**config.mk**
```make
export PLATFORM = sky130hd
export DESIGN_NAME = pidfd_ctrl
export DESIGN_NICKNAME = d
export VERILOG_FILES = /design/src/hw/rtl/pidfd_pkg.sv /design/src/hw/rtl/pidfd_ctrl.sv
export SDC_FILE = /design/constraint.sdc
export NUM_CORES = 1
export LEC_CHECK = 0
export BUFFER_PORTS_ARGS = -buffer_cell sky130_fd_sc_hd__buf_4
export CAP_MARGIN = 20
export CELL_PAD_IN_SITES_DETAIL_PLACEMENT = 0
export CELL_PAD_IN_SITES_GLOBAL_PLACEMENT = 1
export CORE_MARGIN = 5
export CORE_UTILIZATION = 25
export CTS_CLUSTER_SIZE = 40
export DETAILED_ROUTE_END_ITERATION = 12
export PLACE_DENSITY_LB_ADDON = 0.1
export SETUP_SLACK_MARGIN = 0.3
export SLEW_MARGIN = 20
export SYNTH_ARGS = -nofsm -noshare
export SYNTH_HDL_FRONTEND = slang
export SYNTH_SLANG_ARGS = --single-unit
```
**constraint.sdc**
```tcl
create_clock -name clk -period 1.8 [get_ports clk]
set_input_delay 0.45 -clock clk [delete_from_list [all_inputs] [get_ports clk]]
set_output_delay 0.45 -clock clk [all_outputs]
set_load 0.02 [all_outputs]
```
**src/hw/rtl/pidfd_pkg.sv**
```systemverilog
// pidfd_pkg: shared types, constants and helpers for the filtered-derivative pid block
// used by the top level, controller, datapath and divider rtl files; no dependencies

package pidfd_pkg;

  localparam int ACC_W = 24;
  localparam int SUM_W = 27;
  localparam int DVS_W = 36;

  localparam int HEAT_MAX = 255;
  localparam int HEAT_MIN = 0;
  localparam int COOL_MAX = 0;
  localparam int COOL_MIN = -255;

  localparam logic [9:0] MS_PER_S = 10'd1000;

  typedef enum logic [2:0] {
    REG_PROP_GAIN     = 3'd0,
    REG_INTEGRAL_GAIN = 3'd1,
    REG_DERIV_TIME    = 3'd2,
    REG_FILTER_RATIO  = 3'd3,
    REG_DRIVE_BIAS    = 3'd4,
    REG_SAMPLE_PERIOD = 3'd5
  } reg_idx_t;

  typedef enum logic [4:0] {
    OP_P1, OP_P2, OP_KIKP, OP_KIKPH, OP_DIV_KH, OP_I1, OP_I2, OP_KD1000,
    OP_DIV_G, OP_DEN, OP_AMUL, OP_DIV_A, OP_KPKD, OP_KPKDDY, OP_X1000,
    OP_DIV_B, OP_FINAL
  } op_t;

  typedef struct packed {
    op_t  op;
    logic go;
  } cmd_t;

  typedef struct packed {
    logic div_done;
    logic out_free;
  } stat_t;

  typedef struct packed {
    logic [15:0]        prop_gain;
    logic [15:0]        integral_gain;
    logic [15:0]        deriv_time;
    logic [7:0]         filter_ratio;
    logic signed [8:0]  drive_bias;
    logic [15:0]        sample_period_ms;
  } cfg_t;

  function automatic logic is_div(input op_t op);
    return (op == OP_DIV_KH) || (op == OP_DIV_G) || (op == OP_DIV_A) || (op == OP_DIV_B);
  endfunction

  function automatic logic signed [ACC_W-1:0] sat_acc(input logic signed [63:0] x);
    logic signed [63:0] hi;
    logic signed [63:0] lo;
    hi = 64'sd8388607;
    lo = -64'sd8388608;
    if (x > hi) return hi[ACC_W-1:0];
    if (x < lo) return lo[ACC_W-1:0];
    return x[ACC_W-1:0];
  endfunction

  // arithmetic shift right rounding toward zero
  function automatic logic signed [63:0] shr_trunc(input logic signed [63:0] x,
                                                   input int unsigned k);
    logic signed [63:0] bias;
    bias = x[63] ? ((64'sd1 <<< k) - 64'sd1) : 64'sd0;
    return (x + bias) >>> k;
  endfunction

endpackage

```
**src/hw/rtl/pidfd_ctrl.sv**
```systemverilog
// pidfd_ctrl: sequencer stepping the datapath through one sample's operations
// depends on pidfd_pkg

module pidfd_ctrl import pidfd_pkg::*; (
  input  logic  clk,
  input  logic  rst,
  input  logic  in_valid,
  output logic  in_ready,
  output cmd_t  cmd,
  input  stat_t st
);

  typedef enum logic [1:0] {ST_IDLE, ST_STEP, ST_DIV} state_t;

  state_t state;

  assign in_ready = (state == ST_IDLE);

  always_ff @(posedge clk) begin
    if (rst) begin
      state  <= ST_IDLE;
      cmd.op <= OP_P1;
      cmd.go <= 1'b0;
    end else begin
      unique case (state)
        ST_IDLE: begin
          if (in_valid) begin
            state  <= ST_STEP;
            cmd.op <= OP_P1;
            cmd.go <= 1'b1;
          end
        end
        ST_STEP: begin
          priority if (is_div(cmd.op)) begin
            state  <= ST_DIV;
            cmd.go <= 1'b0;
          end else if (cmd.op == OP_FINAL) begin
            if (st.out_free) begin
              state  <= ST_IDLE;
              cmd.go <= 1'b0;
            end
          end else begin
            cmd.op <= op_t'(cmd.op + 5'd1);
          end
        end
        ST_DIV: begin
          if (st.div_done) begin
            state  <= ST_STEP;
            cmd.op <= op_t'(cmd.op + 5'd1);
            cmd.go <= 1'b1;
          end
        end
        default: state <= ST_IDLE;
      endcase
    end
  end

endmodule

```
---- Word level (Yosys, flattened, before mapping) ----
Index checks and enable logic that the tools add are counted.
cells by class
  $add $sub $neg .......................... 1
  eq/ne operators ......................... 13
  multiplexer cells ....................... 14
  reductions and logical operators ........ 8
operators with widths
  kind                                           count
  one-hot mux 6 bit (3 select lines)             1
  == test 5 x 4 -> 1 bit, second input constant  3
  2-to-1 mux 6 bit                               2
  2-to-1 mux 2 bit                               5
  2-to-1 mux 5 bit                               2
  AND reduction 5 bit                            2
  inequality test 2 bit, second input constant   4
  inequality test 3 bit, second input constant   2
  one-hot mux 2 bit (3 select lines)             1
  adder 5 x 1 -> 5 bit, second input constant    1
  == test 5 x 3 -> 1 bit, second input constant  1
  == test 5 bit, second input constant           1
  AND reduction 4 bit                            1
  logical OR 1 bit                               3
  2-to-1 mux 1 bit                               3
  nonzero test 3 bit                             1
  == test 2 x 1 -> 1 bit, second input constant  1
  == test 2 bit, second input constant           1
  zero test 2 bit                                1
word-level totals
  word-level logic and storage cells ...... 39
  input bits .............................. 5
  register bits after elaboration ......... 8
  output and inout port bits .............. 7

---- Depth between registers and ports, before layout ----
Gate-level depths: netlist (run 1).
  word-level depth ........................ 6
  gate-level depth with buffers ........... 7
  mapped depth without buffers ............ 7

---- Worst setup path after synthesis (run 1) ----
OpenSTA, ideal clock, no wires.
  path type ............................... reg2reg
  start ................................... register state[0]
  end ..................................... register cmd[1] (netlist bit)
  slack ................................... -0.153 ns
  required time ........................... 1.679 ns
  period minus slack after synthesis ...... 1.953 ns
  setup time .............................. 0.121 ns
  path buffers ............................ 1
  arrival ................................. 1.832 ns
  stages on the path, launching flop included .. 8
  cells stage by stage .................... dfxtp_1 inv_1 ha_1 nor2b_4 or3_1 buf_2 a2bb2oi_4 mux2_4
between the ends
  longest elaborated chain between the ends .. 3
  elaborated cells between the ends (all ways) .. 10
  classes of those cells .................. eq/ne: 6; mux: 1; reduce/logical: 3
ends and longest elaborated chain
  what                                                                   RTL line          text
  start: declaration                                                     pidfd_ctrl.sv:15  state_t state;
  start signal: assignment                                               pidfd_ctrl.sv:21  state <= ST_IDLE;
  start signal: assignment                                               pidfd_ctrl.sv:28  state <= ST_STEP;
  start signal: assignment                                               pidfd_ctrl.sv:35  state <= ST_DIV;
  zero test 2 bit *                                                      -
  named net in_ready                                                     pidfd_ctrl.sv:8   output logic in_ready,
  inequality test 2 bit (no line) or nonzero test 3 bit (tied branches)  -
  AND reduction 5 bit (no line)                                          -
  end: declaration                                                       pidfd_ctrl.sv:9   output cmd_t cmd,
Mark *: on every way through the listed nets, which the timed path passes. The rest lies on a longest branch.
A chain may end at the register's enable or synchronous reset.

---- Final worst setup path (run 1) ----
  start ................................... register state[0]
  end ..................................... register cmd[5] (netlist bit)
between the ends
  longest elaborated chain between the ends .. 3
  elaborated cells between the ends (all ways) .. 10
  classes of those cells .................. eq/ne: 6; mux: 1; reduce/logical: 3
ends and longest elaborated chain
  what                                                                   RTL line          text
  == test 2 x 1 -> 1 bit (tied with other cells)                         pidfd_ctrl.sv:25  unique case (state)
  inequality test 2 bit (no line) or nonzero test 3 bit (tied branches)  -
  AND reduction 5 bit (no line)                                          -
Several ways; a longest one is shown, not always the timed one.

==> flow_summary.toml, run 1 <==
[status]
status = "finished, final reports clean"

[worst_setup_path]
r2r_slack_ns = 0.11
cp_data_arrival_time_ns = 1.84
crit_type = "register to register"
worstPathRequired_ns = 1.95
cp_slowest_cell = "or3_4"
cp_num_cells = 6
reg2reg_from = "state[0]$_SDFFE_PP0P_"
endpoint_kind = "register"
start_kind = "register"
reg2reg_depth = 6
path_cells = "inv_6, ha_4, nor2b_4, or3_4, a2bb2oi_4, mux2_4"
crit_path_max_incr_delay_ns = 0.42
cp_max_fo = 6
cp_top_family = "simple AND/OR/NAND/NOR gates"
reg2reg_to = "cmd[5]$_SDFFE_PP0P_"
startpoint = "state[0]$_SDFFE_PP0P_"
path_buf_inv = 1
cp-endpoint = "cmd[5]$_SDFFE_PP0P_"

[power]
peakVddDrop_mv = 0.3253
power_leakage_nw = 0.4374
power_density_mw_per_mm2 = 561.7
power_w = 0.0006326

[synth]
seq_area_frac_synth_pct = 23.49
synth.avg_cell_area_um2 = 10.18
yosys.cell_types.count = 34
yosys_warnings = 0
netlist_instances = 67
synthTopCellsByCount = "inv_1, dfxtp_1, ha_1, a211oi_1, nor2_1"
synth-async-reset-ratio_pct = 0
yosys.area.top_type_share_pct = 23.49
syn-num-nets = 80
ys_seq_elements = 8
ys_top_cells_by_area = "dfxtp_1, ha_1, inv_1"
synth_area_um2 = 681.9
ys.flop_type = "dfxtp_1"
synth_top_area_cell = "dfxtp_1"
post-synth-top-count-cell = "inv_1"
synth-edff-count = 0

[layout]
num-fill-cells = 270
fin_area_mm2 = 0.001126
finalNonFillerCells = 128
areaGrowthSynthToFinish_pct = 65.14
layout.nets = 111
drive_gt1_share_pct = 68.04
antennaDiodeCount = 0

[grt]
antenna_found_initial = 0
grt_pass1_wl_um = 3229
overflow = 0
grt_start_max_net_pins = 14
grt_pass1_vias = 672
grt_util_all_layers_pct = 10.38

[timing]
fmax_ghz = 0.5915
rsz0062_at_grt = "yes"
min_period_ns = 1.691
slew_headroom_pct = 74.76
fin_skew_ns = 0.0005654
worstMarginPinSlew_ns = 0.3727
whs_ns = 0.4861
hold_viol_final = 0
post-route-period-util_pct = 93.93
finalSetupTns_ns = 0
slew_violations = 0
setup_viol = 0

[drt]
ant_nets = 0
wirelength_um = 1862
drtIter0Drc = 12
drt_first_pass_iters = 3
vias = 618
via_per_inst = 4.828
route.detailed.drc = 0
wl_per_cell_um = 14.55

[placement]
port_buffers = 11
dpl.cell_count = 115
dp_hpwl_um = 1372
gp_congestion = 0.6724
place_area_um2 = 920.9

[clock_network]
clock_path_buffers = 2
cts.htree.levels = 1
clk_pin_slew_ns = 0.06
clk_latency_ns = 0.26
cts_tree = "built"
clkSinkCount = 8
cts-buffers-inserted = 3
hold_buffers = 0
clock-root-buffer = "clkbuf_4"

[flow_run]
maxCapViolCount = 0

[hold_path]
hold_path_class = "primary input to register"

[floorplanning]
die_h_um = 62.23
io_pins = 12
initial_utilization_pct = 25.38
core_area_mm2 = 0.002686
die_w_um = 62.23
die_area_mm2 = 0.003872
rows = 19
==> flip-flops by register name, indices dropped and copies added (netlist names) <==
signal / cells
cmd: 6
state: 2
==> where the power goes <==
part | switching, W | internal, W | total (W)
logic | 0.000123 | 0.000156 | 0.000278
clock network | 0.0000721 | 0.0000855 | 0.000158
registers | 0.0000113 | 0.000185 | 0.000197
==> area by class of cell <==
class                      instances  area, µm²  share of cell area [%]
multi-input combinational         48      618.1                   54.89
timing repair buffer              28      225.2                   20.00
sequential                         8      176.4                   15.67
inverter                           9      41.29                   3.667
tap                               31      38.79                   3.444
clock buffer                       4      26.28                   2.333
==> logic make-up (layout without fill, tap and decap cells) <==
family | after synthesis | after routing | share of synthesized area, %
AOI/OAI and AO/OA | 18 | 18 | 26.42
adders and majority gates | 8 | 8 | 14.68
muxes | 3 | 3 | 5.872
buffers and inverters | 11 | 41 | 6.237
and+or+nand+nor | 19 | 19 | 23.30
DFF | 8 | 8 | 23.49
==> layout by cell type (no fill, tap or decap), drive strengths merged, types with 2 or more instances in the layout <==
cell / netlist / routed
a211oi: 4 / 4
a31o: 2 / 2
and3: 2 / 2
buf: 1 / 28
clkbuf: 1 / 4
dfxtp: 8 / 8
ha: 8 / 8
inv: 9 / 9
mux2: 2 / 2
nor2: 3 / 3
nor2b: 2 / 2
nor3: 2 / 2
o2bb2ai: 2 / 2
o32ai: 2 / 2
or4b: 2 / 2
==> metrics by stage <==
step	setup WS (ns)	util, %
CTS	0.09598	40.20
detailed placement	-0.01470	34.28
finish	0.1092	41.92
global route	0.05471	41.92
global placement	-0.003804	34.28
floorplan	0.04497	-
==> per-layer routing <==
layer	global-route usage [%]	part of all wire [%]	wire length, µm
met1	11.94	44	815
met2	18.01	53	982
met3	3.243	2.8	53
met4	3.252	0.54	10
met5	0	0	0
==> what timing repair did <==
| item | 4_1_cts | 5_1_grt |
|---|---|---|
| buffers inserted | 8 | 1 |
| hold endpoints to repair | 0 | 0 |
| pin swaps | 6 | 9 |
| endpoints found under the setup margin | 9 | 9 |
| resized for setup | 17 | 8 |
| gates cloned | 0 | 0 |
==> worst min path at each step <==
| stage | start | end | slack (ns) | cells after the start |
|---|---|---|---|---|
| floorplan | state[1]$_SDFFE_PP0P_ | state[1]$_SDFFE_PP0P_ | 0.51 | 1 |
| global placement | cmd[0]$_SDFFE_PP0P_ | cmd[0]$_SDFFE_PP0P_ | 0.47 | 1 |
| detailed placement | cmd[0]$_SDFFE_PP0P_ | cmd[0]$_SDFFE_PP0P_ | 0.48 | 1 |
| CTS | rst | state[0]$_SDFFE_PP0P_ | 0.45 | 2 |
| global route | rst | state[0]$_SDFFE_PP0P_ | 0.48 | 2 |
| finish | rst | state[0]$_SDFFE_PP0P_ | 0.49 | 2 |
==> worst register-to-register path: stages (launching register included) <==
cell and delay, ns:
dfxtp_4 0.37, inv_6 0.04, ha_4 0.15, nor2b_4 0.12
or3_4 0.42, a2bb2oi_4 0.18, mux2_4 0.30
No activity file was read; power rests on OpenSTA's default activity.
==> run 2, diff against run 1 <==
--- a/config.mk
+++ b/config.mk
@@ -9,6 +9,7 @@
 export CAP_MARGIN = 20
 export CELL_PAD_IN_SITES_DETAIL_PLACEMENT = 0
 export CELL_PAD_IN_SITES_GLOBAL_PLACEMENT = 1
+export CORE_ASPECT_RATIO = 0.7
 export CORE_MARGIN = 5
 export CORE_UTILIZATION = 25
 export CTS_CLUSTER_SIZE = 40
==> constraint.sdc (replaced) <==
create_clock -name clk -period 1.8 [get_ports clk]
set_input_delay 0.45 -clock clk [delete_from_list [all_inputs] [get_ports clk]]
set_output_delay 0.45 -clock clk [all_outputs]
set_load 0.05 [all_outputs]
==> run 2 against run 1 <==
Net effect: critical path depth shrank 1; clock-buffer cell count unchanged; sequential cell count unchanged; sequential share of layout area shrank 0.98 points; clock power grew 51%; power grew 19%; worst hold slack gained 0.0039 ns; clock skew is 0.0026 ns higher; register-to-register slack is essentially flat; die area rose by 0.43%; design area increased by 5.9%; combinational power up 16%.
==> flow_summary.toml, run 2 (synthesized netlist as in run 1, its figures left out) <==
[floorplanning]
rows = 15
io_pins = 12
die_w_um = 72.42
initial_utilization_pct = 26.91
die_area_mm2 = 0.003889
die_h_um = 53.70
core_area_mm2 = 0.002534

[drt]
ant_nets = 0
route.detailed.drc = 0
drtIter0Drc = 9
via_per_inst = 4.679
drt_first_pass_iters = 4
wirelength_um = 1828
wl_per_cell_um = 13.34
vias = 641

[power]
power_w = 0.0007549
peakVddDrop_mv = 0.2717
power_density_mw_per_mm2 = 633.1
power_leakage_nw = 0.4693

[clock_network]
clk_pin_slew_ns = 0.05
clock_path_buffers = 2
clock-root-buffer = "clkbuf_8"
cts.htree.levels = 1
cts_tree = "built"
clkSinkCount = 8
clk_latency_ns = 0.23
cts-buffers-inserted = 3

[timing]
min_period_ns = 1.703
slew_headroom_pct = 74.65
hold_viol_final = 0
fin_skew_ns = 0.003127
slew_violations = 0
post-route-period-util_pct = 94.60
setup_slack_ns = 0.09722
setup_viol = 0
worstMarginPinSlew_ns = 0.3779
fmax_ghz = 0.5873
finalSetupTns_ns = 0
rsz0062_at_grt = "yes"

[layout]
top_register = "cmd"
final_cell_mix = "buf_4, ha_4, inv_1"
largest_reg_flops = 6
layout.nets = 117
areaGrowthSynthToFinish_pct = 74.86
mostFrequentLayoutCell = "buf_4"
drive_gt1_share_pct = 71.84
antennaDiodeCount = 0
num-fill-cells = 245
reg_top3 = "cmd (6), state (2)"

[placement]
dp_hpwl_um = 1292
post-place-ws_ns = -0.008322
gp_congestion = 0.7442
port_buffers = 11

[hold_path]
hold_path_class = "register to register"

[flow_run]
maxCapViolCount = 0

[grt]
grt_start_max_net_pins = 14
grt_util_all_layers_pct = 10.78
overflow = 0
grt_pass1_vias = 645
antenna_found_initial = 0
grt_pass1_wl_um = 3084

[worst_setup_path]
crit_type = "register to register"
worstPathRequired_ns = 1.92
endpoint_kind = "register"
cp_data_arrival_time_ns = 1.83
cp_max_fo = 5
start_kind = "register"

[status]
status = "finished, final reports clean"
[run 2: changes by cell type in the layout (fill, tap and decap cells not counted), moves of 2 or more]
cell      delta
buf_4        +8
buf_6        -3
clkbuf_4     -3
clkbuf_8     +3
dfxtp_2      +2
[run 2: final timing paths]
path,slack (ns),end,start,cells past startpoint
max,0.1,cmd[1]$_SDFFE_PP0P_,state[0]$_SDFFE_PP0P_,5
min,0.49,cmd[0]$_SDFFE_PP0P_,cmd[0]$_SDFFE_PP0P_,1
max reg2reg,0.1,cmd[1]$_SDFFE_PP0P_,state[0]$_SDFFE_PP0P_,5
min reg2reg,0.49,cmd[0]$_SDFFE_PP0P_,cmd[0]$_SDFFE_PP0P_,1
[run 2: worst max-delay path, cell delays in order (launching register included)]
cell	delay (ns)
dfxtp_2	0.33
buf_4	0.15
ha_2	0.19
or3_4	0.43
a2bb2oi_4	0.18
mux2_4	0.31
[run 2: cell type report]
| class | count | area, µm² | area share, % |
|---|---|---|---|
| Clock buffer | 4 | 45.04 | 3.778 |
| Multi-Input combinational cell | 48 | 624.3 | 52.36 |
| Sequential cell | 8 | 175.2 | 14.69 |
| Tap cell | 34 | 42.54 | 3.568 |
| Timing Repair Buffer | 34 | 266.5 | 22.35 |
| Inverter | 9 | 38.79 | 3.253 |
[run 2: what timing repair did]
action,in CTS,in global routing
buffers inserted,10,0
gates resized for setup,25,3
hold buffers,0,0
setup endpoints to repair,9,9
pin swaps,9,5
[run 2: power breakdown]
part	leakage (nW)	switching, W	internal (W)
Sequential	0.0687	0.00000874	0.000185
Combinational	0.378	0.000157	0.000165
Clock	0.0228	0.0000843	0.000155
[run 2: per-layer routing]
layer,vias to the layer above,global-route usage (%),routed length (µm)
met4,0,6.442,29
met5,-,0,0
li1,329,-,-
met1,292,13.88,870
met3,4,3.172,113
met2,16,16.01,815
[run 2: through the flow]
step / util, % / instances / hold slack [ns] / area, µm²
floorplan: - / 67 / 0.4837 / 735.7
global placement: 37.23 / 123 / 0.4685 / 943.4
detailed placement: 37.23 / 123 / 0.4696 / 943.4
CTS: 46.27 / 137 / 0.4718 / 1172
global route: 47.06 / 137 / 0.5216 / 1192
finish: 47.06 / 137 / 0.4900 / 1192
==> run 3, diff against run 2 <==
--- a/config.mk
+++ b/config.mk
@@ -9,9 +9,10 @@
 export CAP_MARGIN = 20
 export CELL_PAD_IN_SITES_DETAIL_PLACEMENT = 0
 export CELL_PAD_IN_SITES_GLOBAL_PLACEMENT = 1
-export CORE_ASPECT_RATIO = 0.7
+export CORE_ASPECT_RATIO = 1.4
 export CORE_MARGIN = 5
 export CORE_UTILIZATION = 25
+export CTS_BUF_LIST = sky130_fd_sc_hd__clkbuf_4 sky130_fd_sc_hd__clkbuf_8
 export CTS_CLUSTER_SIZE = 40
 export DETAILED_ROUTE_END_ITERATION = 12
 export PLACE_DENSITY_LB_ADDON = 0.1
==> run 3 against run 2 <==
Net effect: largest cell class unchanged; sequential share of layout area is 0.58 points higher; design area is 3.8% lower; via count is 1.4% higher; critical endpoint unchanged; die area hardly changed; routed wire length is 3.2% higher.
==> flow_summary.toml, run 3 (synthesized netlist as in run 1, its figures left out) <==
[grt]
overflow = 0
grt_pass1_vias = 693
use_met1_pct = 11.75
busiest_layer = "met2"
globalRouteMet2Util_pct = 19.04
grt_pass1_wl_um = 3139
met3_usage_pct = 2.911
antenna_found_initial = 0
grt_util_all_layers_pct = 11.06
grt_start_max_net_pins = 14

[worst_setup_path]
crit_type = "register to register"
endpoint_kind = "register"
cp_slowest_cell = "dfxtp_4"
cp_top_family = "simple AND/OR/NAND/NOR gates"
cp_max_fo = 5
start_kind = "register"
worstPathRequired_ns = 1.95
cp_data_arrival_time_ns = 1.84
crit_path_max_incr_delay_ns = 0.40
path_cells = "inv_4, ha_4, nor2b_4, or3_4, a2bb2oi_4, mux2_4"
path_buf_inv = 1

[placement]
port_buffers = 11
dp_hpwl_um = 1359
gp_congestion = 0.7742
post-place-ws_ns = -0.07011

[clock_network]
hold_buffers = 0
clkSinkCount = 8
cts.htree.levels = 1
clk_latency_ns = 0.26
clock_path_buffers = 2
clock-root-buffer = "clkbuf_4"
cts_tree = "built"
cts-buffers-inserted = 3
clk_pin_slew_ns = 0.07

[timing]
slew_violations = 0
min_period_ns = 1.683
worstMarginPinSlew_ns = 0.4641
fmax_ghz = 0.5943
slew_headroom_pct = 68.57
setup_slack_ns = 0.1173
rsz0062_at_grt = "yes"
fin_skew_ns = 0.002852
post-route-period-util_pct = 93.48
setup_viol = 0
hold_viol_final = 0

[layout]
layout.nets = 113
num-fill-cells = 269
areaGrowthSynthToFinish_pct = 68.26
top_register = "cmd"
largest_reg_flops = 6
final_cell_mix = "buf_4, ha_4, inv_1, clkbuf_4"
drive_gt1_share_pct = 71.72
antennaDiodeCount = 0
mostFrequentLayoutCell = "buf_4"
reg_top3 = "cmd (6), state (2)"

[drt]
drt_first_pass_iters = 4
drtIter0Drc = 11
vias = 650
via_per_inst = 4.815
wl_per_cell_um = 13.98
ant_nets = 0
wirelength_um = 1887
route.detailed.drc = 0

[floorplanning]
io_pins = 12
die_h_um = 71.80
die_area_mm2 = 0.003887
initial_utilization_pct = 26.08
rows = 22
core_area_mm2 = 0.002615
die_w_um = 54.14

[status]
status = "finished, final reports clean"

[flow_run]
maxCapViolCount = 0

[power]
power_leakage_nw = 0.4466
power_density_mw_per_mm2 = 590.4
power_w = 0.0006774
peakVddDrop_mv = 0.3665

[hold_path]
hold_path_class = "primary input to register"
==> run 3: cell types whose count changed in the layout (fill, tap and decap cells not counted) <==
cell       before  now
a2111oi_2       0    1
a2111oi_4       1    0
a21boi_2        1    0
a21boi_4        0    1
buf_4          32   28
clkbuf_1        1    0
clkbuf_4        0    4
clkbuf_8        3    0
ha_2            1    0
ha_4            6    7
o21ai_2         0    1
o21ai_4         1    0
==> run 3: power by group <==
group | internal [W] | total (W) | leakage, nW | switching [W]
logic | 0.000157 | 0.000307 | 0.359 | 0.000151
clock network | 0.000101 | 0.000177 | 0.0184 | 0.0000763
registers | 0.000185 | 0.000193 | 0.0687 | 0.00000871
==> run 3: what timing repair did <==
| item | CTS | global route |
|---|---|---|
| resized for setup | 24 | 4 |
| pin swaps | 9 | 5 |
| endpoints found under the setup margin | 9 | 9 |
| setup buffers | 6 | 3 |
==> run 3: final timing paths <==
kind | end | start | slack [ns] | cells after the start
worst max-delay path | cmd[1]$_SDFFE_PP0P_ | state[1]$_SDFFE_PP0P_ | 0.12 | 6
worst min-delay path | state[0]$_SDFFE_PP0P_ | rst | 0.48 | 2
worst max register to register | cmd[1]$_SDFFE_PP0P_ | state[1]$_SDFFE_PP0P_ | 0.12 | 6
worst min register to register | cmd[0]$_SDFFE_PP0P_ | cmd[0]$_SDFFE_PP0P_ | 0.48 | 1
==> run 3: area by class of cell <==
| class | count | area, µm² | share of cell area [%] |
|---|---|---|---|
| Sequential cell | 8 | 175.2 | 15.27 |
| Inverter | 9 | 38.79 | 3.381 |
| Multi-Input combinational cell | 48 | 621.8 | 54.20 |
| Tap cell | 36 | 45.04 | 3.926 |
| Clock buffer | 4 | 30.03 | 2.617 |
| Timing Repair Buffer | 30 | 236.5 | 20.61 |
==> run 3: routing by layer <==
metal / share of wire (%) / up-vias
met5: 0 / -
met2: 54 / 13
met3: 3.7 / 4
li1: - / 319
met4: 1.9 / 0
met1: 40 / 314
==> run 3: through the flow <==
step / area [µm²] / util [%] / instances / setup TNS, ns / hold slack, ns
finish: 1147 / 43.88 / 135 / 0 / 0.4826
floorplan: 735.7 / - / 67 / -0.03490 / 0.4837
global placement: 923.4 / 35.31 / 122 / -0.07376 / 0.4727
CTS: 1102 / 42.15 / 132 / 0 / 0.4515
global route: 1147 / 43.88 / 135 / 0 / 0.4745
detailed placement: 923.4 / 35.31 / 122 / -0.1202 / 0.4701
